<file path="config.mk">
export PLATFORM = sky130hd
export DESIGN_NAME = lcd_mode_timing_registers
export DESIGN_NICKNAME = d
export VERILOG_FILES = /design/src/rtl/lcdt_pkg.sv /design/src/rtl/lcdt_ram.sv /design/src/rtl/lcdt_palette.sv /design/src/rtl/lcd_mode_timing_registers.sv
export SDC_FILE = /design/constraint.sdc
export NUM_CORES = 2
export LEC_CHECK = 0
export BUFFER_PORTS_ARGS = -buffer_cell sky130_fd_sc_hd__buf_2
export CAP_MARGIN = 20
export CORE_ASPECT_RATIO = 2
export CORE_MARGIN = 1.5
export CORE_UTILIZATION = 57
export CTS_CLUSTER_DIAMETER = 100
export DETAILED_ROUTE_END_ITERATION = 16
export HOLD_SLACK_MARGIN = 0.02
export PLACE_DENSITY = 0.76
export SYNTH_ARGS = -nofsm -noshare
export SYNTH_HDL_FRONTEND = slang
export SYNTH_HIERARCHICAL = 1
export SYNTH_SLANG_ARGS = --single-unit
</file>
<file path="constraint.sdc">
create_clock -name clk -period 4 [get_ports clk]
set_clock_uncertainty 0.05 [all_clocks]
set_input_delay 0.4 -clock clk [delete_from_list [all_inputs] [get_ports clk]]
set_output_delay 0.4 -clock clk [all_outputs]
set_load 0.01 [all_outputs]
</file>
<file path="src/rtl/lcdt_pkg.sv">
`timescale 1ns / 1ps
// ----------------------------------------------------------------------------
// lcdt_pkg: shared types and constants of the LCD mode and timing registers
// Request and response structs, operation codes, register addresses, mode
// codes and line timing constants.
// ----------------------------------------------------------------------------
package lcdt_pkg;

	// Operation codes
	localparam logic [1:0] OP_TICK  = 2'd0;
	localparam logic [1:0] OP_READ  = 2'd1;
	localparam logic [1:0] OP_WRITE = 2'd2;

	// Display modes
	localparam logic [1:0] MODE_HBLANK   = 2'd0;
	localparam logic [1:0] MODE_VBLANK   = 2'd1;
	localparam logic [1:0] MODE_SEARCH   = 2'd2;
	localparam logic [1:0] MODE_TRANSFER = 2'd3;

	// Register addresses
	localparam logic [15:0] ADDR_CONTROL  = 16'hFF40;
	localparam logic [15:0] ADDR_STAT     = 16'hFF41;
	localparam logic [15:0] ADDR_SCROLL_Y = 16'hFF42;
	localparam logic [15:0] ADDR_SCROLL_X = 16'hFF43;
	localparam logic [15:0] ADDR_LINE     = 16'hFF44;
	localparam logic [15:0] ADDR_LINE_CMP = 16'hFF45;
	localparam logic [15:0] ADDR_WINDOW_Y = 16'hFF4A;
	localparam logic [15:0] ADDR_WINDOW_X = 16'hFF4B;
	localparam logic [15:0] ADDR_BG_INDEX = 16'hFF68;
	localparam logic [15:0] ADDR_BG_DATA  = 16'hFF69;
	localparam logic [15:0] ADDR_OBJ_INDEX = 16'hFF6A;
	localparam logic [15:0] ADDR_OBJ_DATA  = 16'hFF6B;

	// Line timing, in cycles from the start of a line, and vblank line numbers
	localparam logic [10:0] SEARCH_END   = 11'd82;
	localparam logic [10:0] TRANSFER_END = 11'd250;
	localparam logic [10:0] LINE_CYCLES  = 11'd456;
	localparam logic [10:0] COUNT_MAX    = 11'd2047;
	localparam logic [7:0]  VBLANK_LINE  = 8'd144;
	localparam logic [7:0]  LAST_LINE    = 8'd153;

	// Stat enable bits
	localparam int EN_HBLANK  = 0;
	localparam int EN_VBLANK  = 1;
	localparam int EN_SEARCH  = 2;
	localparam int EN_COMPARE = 3;

	typedef struct packed {
		logic [1:0]  operation;
		logic [15:0] address;
		logic [7:0]  write_data;
		logic [9:0]  cycles;
	} req_t;

	typedef struct packed {
		logic [7:0] read_data;
		logic       line_done;
		logic       render_line;
		logic       lcd_irq;
		logic       vblank_irq;
		logic [1:0] current_mode;
		logic [7:0] current_line;
	} rsp_t;

	// Palette port control from the top level
	typedef struct packed {
		logic       index_we;
		logic       data_we;
		logic [7:0] wdata;
	} pal_req_t;

endpackage

</file>
<file path="src/rtl/lcdt_ram.sv">
`timescale 1ns / 1ps
// ----------------------------------------------------------------------------
// lcdt_ram: generic single write, single read RAM
// One write port and one read port, read data registered. Contents are
// undefined after reset.
// ----------------------------------------------------------------------------
module lcdt_ram #(
	parameter int WIDTH = 8,
	parameter int DEPTH = 64
) (
	input  logic                     clk,
	input  logic                     we,
	input  logic [$clog2(DEPTH)-1:0] waddr,
	input  logic [WIDTH-1:0]         wdata,
	input  logic [$clog2(DEPTH)-1:0] raddr,
	output logic [WIDTH-1:0]         rdata
);

	logic [WIDTH-1:0] mem_q [DEPTH];
	logic [WIDTH-1:0] rdata_q;

	// Write and registered read
	always_ff @(posedge clk) begin
		if (we) begin
			mem_q[waddr] <= wdata;
		end
		rdata_q <= mem_q[raddr];
	end

	assign rdata = rdata_q;

endmodule

</file>
<file path="src/rtl/lcdt_palette.sv">
`timescale 1ns / 1ps
// ----------------------------------------------------------------------------
// lcdt_palette: colour palette index register and palette memory
// Holds the index, auto-increments it on a data write when its top bit is
// set, and keeps the read data for the current index ready every cycle.
// ----------------------------------------------------------------------------
module lcdt_palette #(
	parameter int DEPTH = 64
) (
	input  logic              clk,
	input  logic              arst_n,
	input  lcdt_pkg::pal_req_t ctl,
	output logic [7:0]        index,
	output logic [7:0]        data
);

	localparam int AW = $clog2(DEPTH);

	logic [7:0]       index_q;
	logic [7:0]       index_d;
	logic [DEPTH-1:0] valid_q;
	logic             byp_q;
	logic [7:0]       byp_data_q;
	logic [7:0]       ram_rdata;
	logic             byp_d;

	// Next index: a write to the index, or the increment after a data write
	always_comb begin
		index_d = index_q;
		if (ctl.index_we) begin
			index_d = ctl.wdata;
		end else if (ctl.data_we && index_q[7]) begin
			index_d = index_q + 8'd1;
		end
	end

	// Read ahead at the index that will hold after this edge
	assign byp_d = ctl.data_we && (index_q[AW-1:0] == index_d[AW-1:0]);

	lcdt_ram #(
		.WIDTH(8),
		.DEPTH(DEPTH)
	) u_ram (
		.clk  (clk),
		.we   (ctl.data_we),
		.waddr(index_q[AW-1:0]),
		.wdata(ctl.wdata),
		.raddr(index_d[AW-1:0]),
		.rdata(ram_rdata)
	);

	// Hold index, written-entry flags and the same-address bypass
	always_ff @(posedge clk or negedge arst_n) begin
		if (!arst_n) begin
			index_q <= '0;
			valid_q <= '0;
			byp_q   <= 1'b0;
		end else begin
			index_q <= index_d;
			byp_q   <= byp_d;
			if (ctl.data_we) begin
				valid_q[index_q[AW-1:0]] <= 1'b1;
			end
		end
	end

	always_ff @(posedge clk) begin
		byp_data_q <= ctl.wdata;
	end

	// Unwritten entries read as zero
	always_comb begin
		if (byp_q) begin
			data = byp_data_q;
		end else if (valid_q[index_q[AW-1:0]]) begin
			data = ram_rdata;
		end else begin
			data = '0;
		end
	end

	assign index = index_q;

endmodule

</file>
<file path="src/rtl/lcd_mode_timing_registers.sv">
`timescale 1ns / 1ps
// ----------------------------------------------------------------------------
// lcd_mode_timing_registers: LCD mode and line timing with bus registers
// Each request is a tick, a register read or a register write; each gives
// exactly one response with the read byte, event strobes and mode and line.
// ----------------------------------------------------------------------------
// Usage:
//   Requests enter on req / req_valid / req_stall, responses leave on
//   rsp / rsp_valid / rsp_stall. A transfer happens on a rising edge where
//   valid is high and stall is low.
//   A request is registered on acceptance and evaluated against the register
//   state while it waits there; the response is registered when the
//   evaluation stage advances, which needs a free response slot.
//   Throughput is one request per cycle while no waiting response is held by
//   rsp_stall; the register state is updated in the same cycle the response is
//   formed, so the next request sees it.
//   Palette reads are served from a RAM whose read is issued ahead, at the
//   index that the previous request leaves behind.
//   When rsp_stall holds a waiting response, the evaluation stage holds too
//   and req_stall rises once that stage is occupied.
//   Reset clears the register state, valid flags and palette indices, sets search mode and marks every palette
//   entry as unwritten (reads zero); there is no clearing pass.
// ----------------------------------------------------------------------------
module lcd_mode_timing_registers #(
	parameter int PALETTE_BYTES = 64
) (
	input  logic          clk,
	input  logic          arst_n,
	input  logic          req_valid,
	output logic          req_stall,
	input  lcdt_pkg::req_t req,
	output logic          rsp_valid,
	input  logic          rsp_stall,
	output lcdt_pkg::rsp_t rsp
);

	// Input stage
	lcdt_pkg::req_t req_s1;
	logic           valid_s1;
	logic           adv;

	// Register state
	logic [7:0]  control_q;
	logic [3:0]  stat_en_q;
	logic [1:0]  mode_q;
	logic        coin_q;
	logic [10:0] count_q;
	logic [7:0]  line_q;
	logic [7:0]  line_cmp_q;
	logic [7:0]  scroll_y_q;
	logic [7:0]  scroll_x_q;
	logic [7:0]  window_y_q;
	logic [7:0]  window_x_q;

	logic [7:0]  control_d;
	logic [3:0]  stat_en_d;
	logic [1:0]  mode_d;
	logic        coin_d;
	logic [10:0] count_d;
	logic [7:0]  line_d;
	logic [7:0]  line_cmp_d;
	logic [7:0]  scroll_y_d;
	logic [7:0]  scroll_x_d;
	logic [7:0]  window_y_d;
	logic [7:0]  window_x_d;

	logic [11:0] sum;
	logic [10:0] count_sat;
	logic [7:0]  line_inc;

	// Response register
	lcdt_pkg::rsp_t rsp_d;
	lcdt_pkg::rsp_t rsp_q;
	logic           rsp_valid_q;

	// Palettes
	lcdt_pkg::pal_req_t bg_ctl;
	lcdt_pkg::pal_req_t obj_ctl;
	logic [7:0]         bg_index;
	logic [7:0]         bg_data;
	logic [7:0]         obj_index;
	logic [7:0]         obj_data;

	logic is_write;

	// Advance the evaluation stage when the response slot is free
	assign adv       = valid_s1 && (!rsp_valid_q || !rsp_stall);
	assign req_stall = valid_s1 && !adv;

	// Hold the accepted request
	always_ff @(posedge clk or negedge arst_n) begin
		if (!arst_n) begin
			valid_s1 <= 1'b0;
		end else if (req_valid && !req_stall) begin
			valid_s1 <= 1'b1;
		end else if (adv) begin
			valid_s1 <= 1'b0;
		end
	end

	always_ff @(posedge clk) begin
		if (req_valid && !req_stall) begin
			req_s1 <= req;
		end
	end

	// Palette port control
	assign is_write = adv && (req_s1.operation == lcdt_pkg::OP_WRITE);

	always_comb begin
		bg_ctl.index_we  = is_write && (req_s1.address == lcdt_pkg::ADDR_BG_INDEX);
		bg_ctl.data_we   = is_write && (req_s1.address == lcdt_pkg::ADDR_BG_DATA);
		bg_ctl.wdata     = req_s1.write_data;
		obj_ctl.index_we = is_write && (req_s1.address == lcdt_pkg::ADDR_OBJ_INDEX);
		obj_ctl.data_we  = is_write && (req_s1.address == lcdt_pkg::ADDR_OBJ_DATA);
		obj_ctl.wdata    = req_s1.write_data;
	end

	lcdt_palette #(
		.DEPTH(PALETTE_BYTES)
	) u_bg_palette (
		.clk   (clk),
		.arst_n(arst_n),
		.ctl   (bg_ctl),
		.index (bg_index),
		.data  (bg_data)
	);

	lcdt_palette #(
		.DEPTH(PALETTE_BYTES)
	) u_obj_palette (
		.clk   (clk),
		.arst_n(arst_n),
		.ctl   (obj_ctl),
		.index (obj_index),
		.data  (obj_data)
	);

	// Saturating cycle count and next line number
	assign sum       = {1'b0, count_q} + {2'b00, req_s1.cycles};
	assign count_sat = sum[11] ? lcdt_pkg::COUNT_MAX : sum[10:0];
	assign line_inc  = line_q + 8'd1;

	// Evaluate the request against the register state
	always_comb begin
		control_d  = control_q;
		stat_en_d  = stat_en_q;
		mode_d     = mode_q;
		coin_d     = coin_q;
		count_d    = count_q;
		line_d     = line_q;
		line_cmp_d = line_cmp_q;
		scroll_y_d = scroll_y_q;
		scroll_x_d = scroll_x_q;
		window_y_d = window_y_q;
		window_x_d = window_x_q;
		rsp_d      = '0;

		unique case (req_s1.operation)
			lcdt_pkg::OP_READ: begin
				unique case (req_s1.address)
					lcdt_pkg::ADDR_CONTROL:   rsp_d.read_data = control_q;
					lcdt_pkg::ADDR_STAT:
						rsp_d.read_data = {1'b0, stat_en_q, coin_q, mode_q};
					lcdt_pkg::ADDR_SCROLL_Y:  rsp_d.read_data = scroll_y_q;
					lcdt_pkg::ADDR_SCROLL_X:  rsp_d.read_data = scroll_x_q;
					lcdt_pkg::ADDR_LINE:      rsp_d.read_data = line_q;
					lcdt_pkg::ADDR_LINE_CMP:  rsp_d.read_data = line_cmp_q;
					lcdt_pkg::ADDR_WINDOW_Y:  rsp_d.read_data = window_y_q;
					lcdt_pkg::ADDR_WINDOW_X:  rsp_d.read_data = window_x_q;
					lcdt_pkg::ADDR_BG_INDEX:  rsp_d.read_data = bg_index;
					lcdt_pkg::ADDR_BG_DATA:   rsp_d.read_data = bg_data;
					lcdt_pkg::ADDR_OBJ_INDEX: rsp_d.read_data = obj_index;
					lcdt_pkg::ADDR_OBJ_DATA:  rsp_d.read_data = obj_data;
					default:                  rsp_d.read_data = '0;
				endcase
			end
			lcdt_pkg::OP_WRITE: begin
				unique case (req_s1.address)
					lcdt_pkg::ADDR_CONTROL:  control_d  = req_s1.write_data;
					lcdt_pkg::ADDR_STAT:     stat_en_d  = req_s1.write_data[6:3];
					lcdt_pkg::ADDR_SCROLL_Y: scroll_y_d = req_s1.write_data;
					lcdt_pkg::ADDR_SCROLL_X: scroll_x_d = req_s1.write_data;
					lcdt_pkg::ADDR_LINE:     line_d     = '0;
					lcdt_pkg::ADDR_LINE_CMP: line_cmp_d = req_s1.write_data;
					lcdt_pkg::ADDR_WINDOW_Y: window_y_d = req_s1.write_data;
					lcdt_pkg::ADDR_WINDOW_X: window_x_d = req_s1.write_data;
					default: ;
				endcase
			end
			lcdt_pkg::OP_TICK: begin
				if (control_q[7]) begin
					count_d = count_sat;
					priority if (mode_q == lcdt_pkg::MODE_SEARCH) begin
						if (count_sat >= lcdt_pkg::SEARCH_END) begin
							mode_d = lcdt_pkg::MODE_TRANSFER;
						end
					end else if (mode_q == lcdt_pkg::MODE_TRANSFER) begin
						if (count_sat >= lcdt_pkg::TRANSFER_END) begin
							mode_d            = lcdt_pkg::MODE_HBLANK;
							rsp_d.lcd_irq     = stat_en_q[lcdt_pkg::EN_HBLANK];
							rsp_d.render_line = 1'b1;
						end
					end else begin
						if (count_sat >= lcdt_pkg::LINE_CYCLES) begin
							count_d         = count_sat - lcdt_pkg::LINE_CYCLES;
							rsp_d.line_done = 1'b1;
							line_d          = line_inc;
							priority if (line_inc < lcdt_pkg::VBLANK_LINE) begin
								mode_d        = lcdt_pkg::MODE_SEARCH;
								rsp_d.lcd_irq = stat_en_q[lcdt_pkg::EN_SEARCH];
							end else if (line_inc == lcdt_pkg::VBLANK_LINE) begin
								mode_d           = lcdt_pkg::MODE_VBLANK;
								rsp_d.lcd_irq    = stat_en_q[lcdt_pkg::EN_VBLANK];
								rsp_d.vblank_irq = 1'b1;
							end else if (line_inc > lcdt_pkg::LAST_LINE) begin
								line_d = '0;
								mode_d = lcdt_pkg::MODE_SEARCH;
							end else begin
								mode_d = mode_q;
							end
							coin_d = (line_d == line_cmp_q);
							if (coin_d && stat_en_q[lcdt_pkg::EN_COMPARE]) begin
								rsp_d.lcd_irq = 1'b1;
							end
						end
					end
				end
			end
			default: ;
		endcase

		rsp_d.current_mode = mode_d;
		rsp_d.current_line = line_d;
	end

	// Update register state and the response slot
	always_ff @(posedge clk or negedge arst_n) begin
		if (!arst_n) begin
			control_q   <= '0;
			stat_en_q   <= '0;
			mode_q      <= lcdt_pkg::MODE_SEARCH;
			coin_q      <= 1'b0;
			count_q     <= '0;
			line_q      <= '0;
			line_cmp_q  <= '0;
			scroll_y_q  <= '0;
			scroll_x_q  <= '0;
			window_y_q  <= '0;
			window_x_q  <= '0;
			rsp_valid_q <= 1'b0;
		end else begin
			if (adv) begin
				control_q  <= control_d;
				stat_en_q  <= stat_en_d;
				mode_q     <= mode_d;
				coin_q     <= coin_d;
				count_q    <= count_d;
				line_q     <= line_d;
				line_cmp_q <= line_cmp_d;
				scroll_y_q <= scroll_y_d;
				scroll_x_q <= scroll_x_d;
				window_y_q <= window_y_d;
				window_x_q <= window_x_d;
				rsp_valid_q <= 1'b1;
			end else if (!rsp_stall) begin
				rsp_valid_q <= 1'b0;
			end
		end
	end

	always_ff @(posedge clk) begin
		if (adv) begin
			rsp_q <= rsp_d;
		end
	end

	assign rsp_valid = rsp_valid_q;
	assign rsp       = rsp_q;

	// Vertical blank request only on entry to line 144 in vblank mode
	a_vblank_entry: assert property (@(posedge clk) disable iff (!arst_n)
		rsp_valid_q && rsp_q.vblank_irq |->
			rsp_q.current_line == lcdt_pkg::VBLANK_LINE &&
			rsp_q.current_mode == lcdt_pkg::MODE_VBLANK)
		else $error("vblank request outside vblank entry");

	// End of transfer leaves hblank mode
	a_render_hblank: assert property (@(posedge clk) disable iff (!arst_n)
		rsp_valid_q && rsp_q.render_line |->
			rsp_q.current_mode == lcdt_pkg::MODE_HBLANK && !rsp_q.line_done)
		else $error("render strobe without hblank");

	// Event strobes come only from ticks, which return no read data
	a_flags_no_data: assert property (@(posedge clk) disable iff (!arst_n)
		rsp_valid_q && (rsp_q.line_done || rsp_q.render_line ||
			rsp_q.lcd_irq || rsp_q.vblank_irq) |-> rsp_q.read_data == 8'd0)
		else $error("event strobe with read data");

	// An evaluated request always lands in the response slot
	a_adv_fills: assert property (@(posedge clk) disable iff (!arst_n)
		adv |=> rsp_valid_q)
		else $error("response lost");

endmodule
</file>
[Word-level counts from Yosys, hierarchy flattened]
Memory sizes are Yosys's and may differ from the RTL's. A register that Yosys moved wholly into a read port is not among the register bits.
Index checks and enable logic that the tools add are counted.
Word-level totals
  word-level logic and storage cells: 175
  bits in writable memories: 1024
  input bits: 40
  output and inout port bits: 24
  register bits after elaboration: 288
  memories: 2
Memory list
  u_bg_palette.u_ram.mem_q: words 64, width 8, read ports 1, clocked after memory_dff 1, write ports 1, line lcdt_ram.sv:19  | logic [WIDTH-1:0] mem_q [DEPTH];
  u_obj_palette.u_ram.mem_q: words 64, width 8, read ports 1, clocked after memory_dff 1, write ports 1, line lcdt_ram.sv:19
Cells by class
  equal/unequal tests: 21
  magnitude comparators: 9
  reduce and logical (&&, ||, !) cells: 37
  add/sub/neg operators: 5
  mux-type cells: 61
  bitwise operators: 7
Operators by type and width (number)
  equality test 16 bit (second input constant): 12
  2-to-1 mux 8 bit: 21
  OR 64 bit: 2
  one-hot mux 8 bit (12 select lines): 1
  2-to-1 mux 11 bit: 4
  2-to-1 mux 2 bit: 13
  adder 8 x 1 -> 8 bit (second input constant): 3
  AND reduction 3 bit: 8
  2-to-1 mux 1 bit: 17
  one-hot mux 8 bit (2 select lines): 1
  logical AND 1 bit: 15
  < comparator 6 x 7 -> 1 bit (second input constant): 2
  adder 11 x 10 -> 12 bit: 1
  binary-select mux 1 bit (select 6 bit): 2
  demux 1 bit (select 6 bit): 2
  equality test 6 bit: 2
  greater-or-equal comparator 6 x 1 -> 1 bit (second input constant): 2
  greater-or-equal comparator 11 x 7 -> 1 bit (second input constant): 1
  greater-or-equal comparator 11 x 8 -> 1 bit (second input constant): 1
  greater-or-equal comparator 11 x 9 -> 1 bit (second input constant): 1
  subtractor 11 x 9 -> 11 bit (second input constant): 1
  equality test 8 bit: 1
  equality test 8 bit (second input constant): 1
  > comparator 8 bit (second input constant): 1
  13 further kinds: 25

[Longest topological paths before layout]
  word-level depth: 15
  gate-level depth with buffers: 19
  depth with buffers taken out: 15

[Hierarchy]
The synthesis kept the hierarchy.
Modules (own cells, without submodules)
  lcdt_ram (u_bg_palette.u_ram): area an instance 20229.4 µm², cells each 966, instances 1, seq. area each 15534.9 µm²
  lcdt_ram (u_obj_palette.u_ram): area an instance 20166.8 µm², cells each 940, instances 1, seq. area each 15534.9 µm²
  lcd_mode_timing_registers: area an instance 6986.7 µm², cells each 605, instances 1, seq. area each 3644.7 µm²
  lcdt_palette (u_obj_palette): area an instance 3882.5 µm², cells each 338, instances 1, seq. area each 1986.9 µm²
  lcdt_palette (u_bg_palette): area an instance 3877.5 µm², cells each 341, instances 1, seq. area each 1986.9 µm²

[Least setup slack after synthesis]
No wires, ideal clock.
  kind: flip-flop to flip-flop
  start point: register req_s1[32] in the netlist's numbering
  end point: register u_bg_palette.u_ram.rdata_q[3], in the netlist u_bg_palette/u_ram/rdata[3], read port of u_bg_palette.u_ram.mem_q
  period minus slack after synthesis: 4.345 ns
  cell stages (with the launch flop): 16
  setup time: 0.122 ns
  required time: 3.828 ns
  buffers on the path: 5
  arrival: 4.173 ns
  path slack: -0.345 ns
  cell sequence: edfxtp_1 -> nand4_1 -> or2_2 -> clkbuf_1 -> nor4_1 -> and2_1 -> buf_1 -> clkbuf_1 -> nand2_1 -> o21ai_0 -> buf_4 -> buf_2 -> mux4_2 -> a22oi_1 -> nand2_1 -> a221o_1
RTL lines
  from (decl): line lcd_mode_timing_registers.sv:38  | lcdt_pkg::req_t req_s1;
  from (signal assigned): line lcd_mode_timing_registers.sv:103  | req_s1 <= req;
  to (decl): line lcdt_ram.sv:20  | logic [WIDTH-1:0] rdata_q;

==> results.json <==
{
  "ant_nets": 0,
  "grt_max_degree": 139,
  "drt_wl_total_um": 145200,
  "final-max-slew-violation-count": 0,
  "ys_warn_count": 6,
  "clk_latency_ns": 0.72,
  "cap_violations": 0,
  "required_ns": 4.56,
  "numCtsBuffers": 108,
  "grt.met2_usage_pct": 53.51,
  "final_cell_count_no_fill": 4920,
  "h-tree-depth": 3,
  "clock_sinks": 1336,
  "multi_input_area_um2": 15680,
  "synth_area_leaders": "edfxtp_1 59%, mux4_2 10%, dfrtp_1 10%",
  "avgRoutedWirePerCell_um": 29.52,
  "grt_busiest_layer": "met2",
  "cts_tree": "done",
  "firstDrtPassIters": 5,
  "syn-num-nets": 3250,
  "final-seq-area_um2": 38690,
  "initial_core_util_pct": 57.39,
  "hp-class": "input port to async pin",
  "die_w_um": 222.9,
  "routabilityCongestion": 0.9193,
  "fillers": 6142,
  "setup_viol": 2,
  "slowest_stage": "mux4_2",
  "avgSynthCellArea_um2": 17.29,
  "critPathKind": "flop to flop",
  "drive_above_1_share_pct": 27.69,
  "core_area_um2": 96090,
  "area_delta_synth_final_pct": 15.60,
  "crit_family": "simple AND/OR/NAND/NOR gates",
  "critPathMaxFanout": 6,
  "postSynthCellCount": 3190,
  "final_nets": 3666,
  "grt_util_all_layers_pct": 29.40,
  "finalWorstSetupSlack_ns": -0.04883,
  "drc": 0,
  "clock_path_buffers": 3,
  "viasPerCell": 6.557,
  "grtUsageMet3_pct": 3.986,
  "dp_hpwl_um": 97280,
  "synth-async-reset-ratio_pct": 16.62,
  "placed_area_um2": 59000,
  "cts.clk_slew.worst_paths_ns": 0.07,
  "end_kind": "flop",
  "yosysSeqAreaShare_pct": 70.16,
  "pre_cts_ws_ns": -0.2174,
  "grt_pass1_vias": 33636,
  "ys_ff_latch": 1336,
  "period_share_pct": 101.2,
  "placementRows": 161,
  "violations": "negative setup slack",
  "synth_cell_types": 103,
  "antenna_cells": 0,
  "slew-limit-headroom_pct": 24.44,
  "power.density_nw_per_um2": 418.0,
  "fmax_mhz": 247.0,
  "overflow": 0,
  "grt_util_met1_pct": 31.00,
  "dp_cells": 4642,
  "rsz0062_at_grt": "true",
  "die-height_um": 442.9,
  "synth_top_cell_area_share_pct": 58.92,
  "run_status": "finished with violations",
  "cts-root-buf": "clkbuf_16",
  "ios": 64,
  "worst_pin_slew_ns": 1.133,
  "vdd_drop_max_mv": 0.3815,
  "path_common_cell": "buf_4",
  "antenna_found_initial": 0,
  "leakagePower_nw": 23.16,
  "fin_area_um2": 63750,
  "synth-edff-count": 1082,
  "whs_ns": 0.2594,
  "synth_top_area_cell": "edfxtp_1",
  "cp-start-kind": "flop",
  "worst-path-buf-inv": 6,
  "routed-via-count": 32262,
  "hold_viol": 0,
  "cp.arrival_ns": 4.61,
  "ys.flop_type": "edfxtp_1",
  "max_stage_delay_ns": 0.50,
  "layout_min_cycle_time_ns": 4.049,
  "synth.cell_area_um2": 55140,
  "dr.first_iter.drc_count": 3116,
  "grt_pass1_wl_um": 212300,
  "crit_chain": "nand4_1 > or2_4 > nor2_4 > nand2_2 > nor4_4 > buf_4 > nand2_1 > buf_4 > xor2_1 > o21ai_4 > buf_4 > buf_12 > buf_4 > mux4_2 > nor2b_1 > a2111oi_2 > buf_4 > nor3_1 > a22o_1",
  "io_buffers": 63,
  "die-area_um2": 98730
}
[Yosys cell counts, drive strengths merged (11+ instances only)]
| master | count |
|---|---|
| nand4 | 18 |
| mux2i | 100 |
| nand3b | 14 |
| nand2 | 131 |
| o22ai | 39 |
| nor2 | 216 |
| nand2b | 36 |
| mux2 | 75 |
| a211oi | 12 |
| ha | 19 |
| and3 | 12 |
| nand3 | 68 |
| o21bai | 50 |
| o221ai | 15 |
| xnor2 | 23 |
| edfxtp | 1082 |
| a21o | 81 |
| a22o | 28 |
| or3 | 11 |
| clkbuf | 70 |
| dfrtp | 221 |
| nor2b | 31 |
| o21a | 12 |
| and2 | 15 |
| mux4 | 251 |
| o21ai | 62 |
| nor4 | 16 |
| inv | 27 |
| a22oi | 21 |
| dfxtp | 32 |
| xor2 | 17 |
| a221oi | 46 |
| nor3 | 39 |
| a2111oi | 12 |
| a21oi | 35 |
| buf | 96 |
| a31oi | 38 |
[where the power goes]
part           internal, W  switching, W
combinational     0.000116      0.000363
clock              0.00601       0.00501
sequential          0.0151     0.0000428
total               0.0212       0.00542
[registers in the layout, summed over array words and instances (netlist names), 11 cells and up]
| signal | cells |
|---|---|
| u_bg_palette/u_ram/mem_q | 512 |
| u_bg_palette/valid_q | 64 |
| rsp | 22 |
| u_obj_palette/u_ram/mem_q | 512 |
| req_s1 | 28 |
| u_obj_palette/valid_q | 64 |
| count_q | 11 |
[per-layer routing]
metal | share of wire, % | up-vias
met5 | 0 | -
met3 | 5.3 | 525
li1 | - | 13598
met1 | 32 | 16662
met4 | 8.4 | 0
met2 | 54 | 1477
[cell type report]
| cell class | instances | area share (%) |
|---|---|---|
| sequential | 1336 | 60.69 |
| clock buffer | 132 | 4.563 |
| clock inverter | 70 | 1.168 |
| multi-input combinational | 1661 | 24.60 |
| inverter | 27 | 0.1590 |
| timing repair buffer | 472 | 6.414 |
| tap | 1222 | 2.399 |
[cell usage in the layout, fill, tap and decap left out, drive strengths merged, types with 75 or more instances in the layout]
| master | count |
|---|---|
| mux4 | 251 |
| nor2 | 216 |
| clkbuf | 137 |
| mux2i | 100 |
| mux2 | 75 |
| a21o | 81 |
| dfrtp | 221 |
| nand2 | 131 |
| edfxtp | 1082 |
| buf | 427 |
[logic make-up after synthesis]
logic type,count (synthesis),synth area share [%]
buffers and inverters,193,2.013
adder cells (fa/ha/maj),20,0.4674
AND/OR/NAND/NOR,647,5.784
XOR/XNOR,40,0.6353
flip-flops,1336,70.16
multiplexers,426,13.62
AO/OA/AOI/OAI,528,7.322
[worst paths after layout]
path	startpoint	endpoint	slack (ns)	cells after the start
max	req_s1[31]	u_bg_palette/u_ram/rdata[7]	-0.05	19
min	arst_n	count_q[6]	0.26	2
max reg2reg	req_s1[31]	u_bg_palette/u_ram/rdata[7]	-0.05	19
min reg2reg	u_bg_palette/valid_q[34]	u_bg_palette/valid_q[34]	0.40	1
max in group asynchronous	arst_n	line_cmp_q[1]	2.56	3
min in group clk	req[9]	req_s1[9]	0.33	2
[repair_timing]
| action | CTS | global route |
|---|---|---|
| endpoints found under the hold margin | 143 | 0 |
| hold buffers | 40 | 0 |
| gates resized for setup | 20 | 39 |
| cloned | 1 | 5 |
| endpoints found under the setup margin | 17 | 26 |
| setup buffers | 11 | 19 |
| pin swaps | 5 | 8 |
[metrics by stage]
step	TNS (ns)	utilization, %	power (W)
2_1_floorplan	0	-	0.01563
3_3_place_gp	-1.856	61.40	0.01586
3_5_place_dp	-1.640	61.40	0.01589
4_1_cts	-0.07318	65.85	0.02678
5_1_grt	-0.7104	66.34	0.02730
6_report	-0.05352	66.34	0.02665
(Power assumes the default switching activity.)
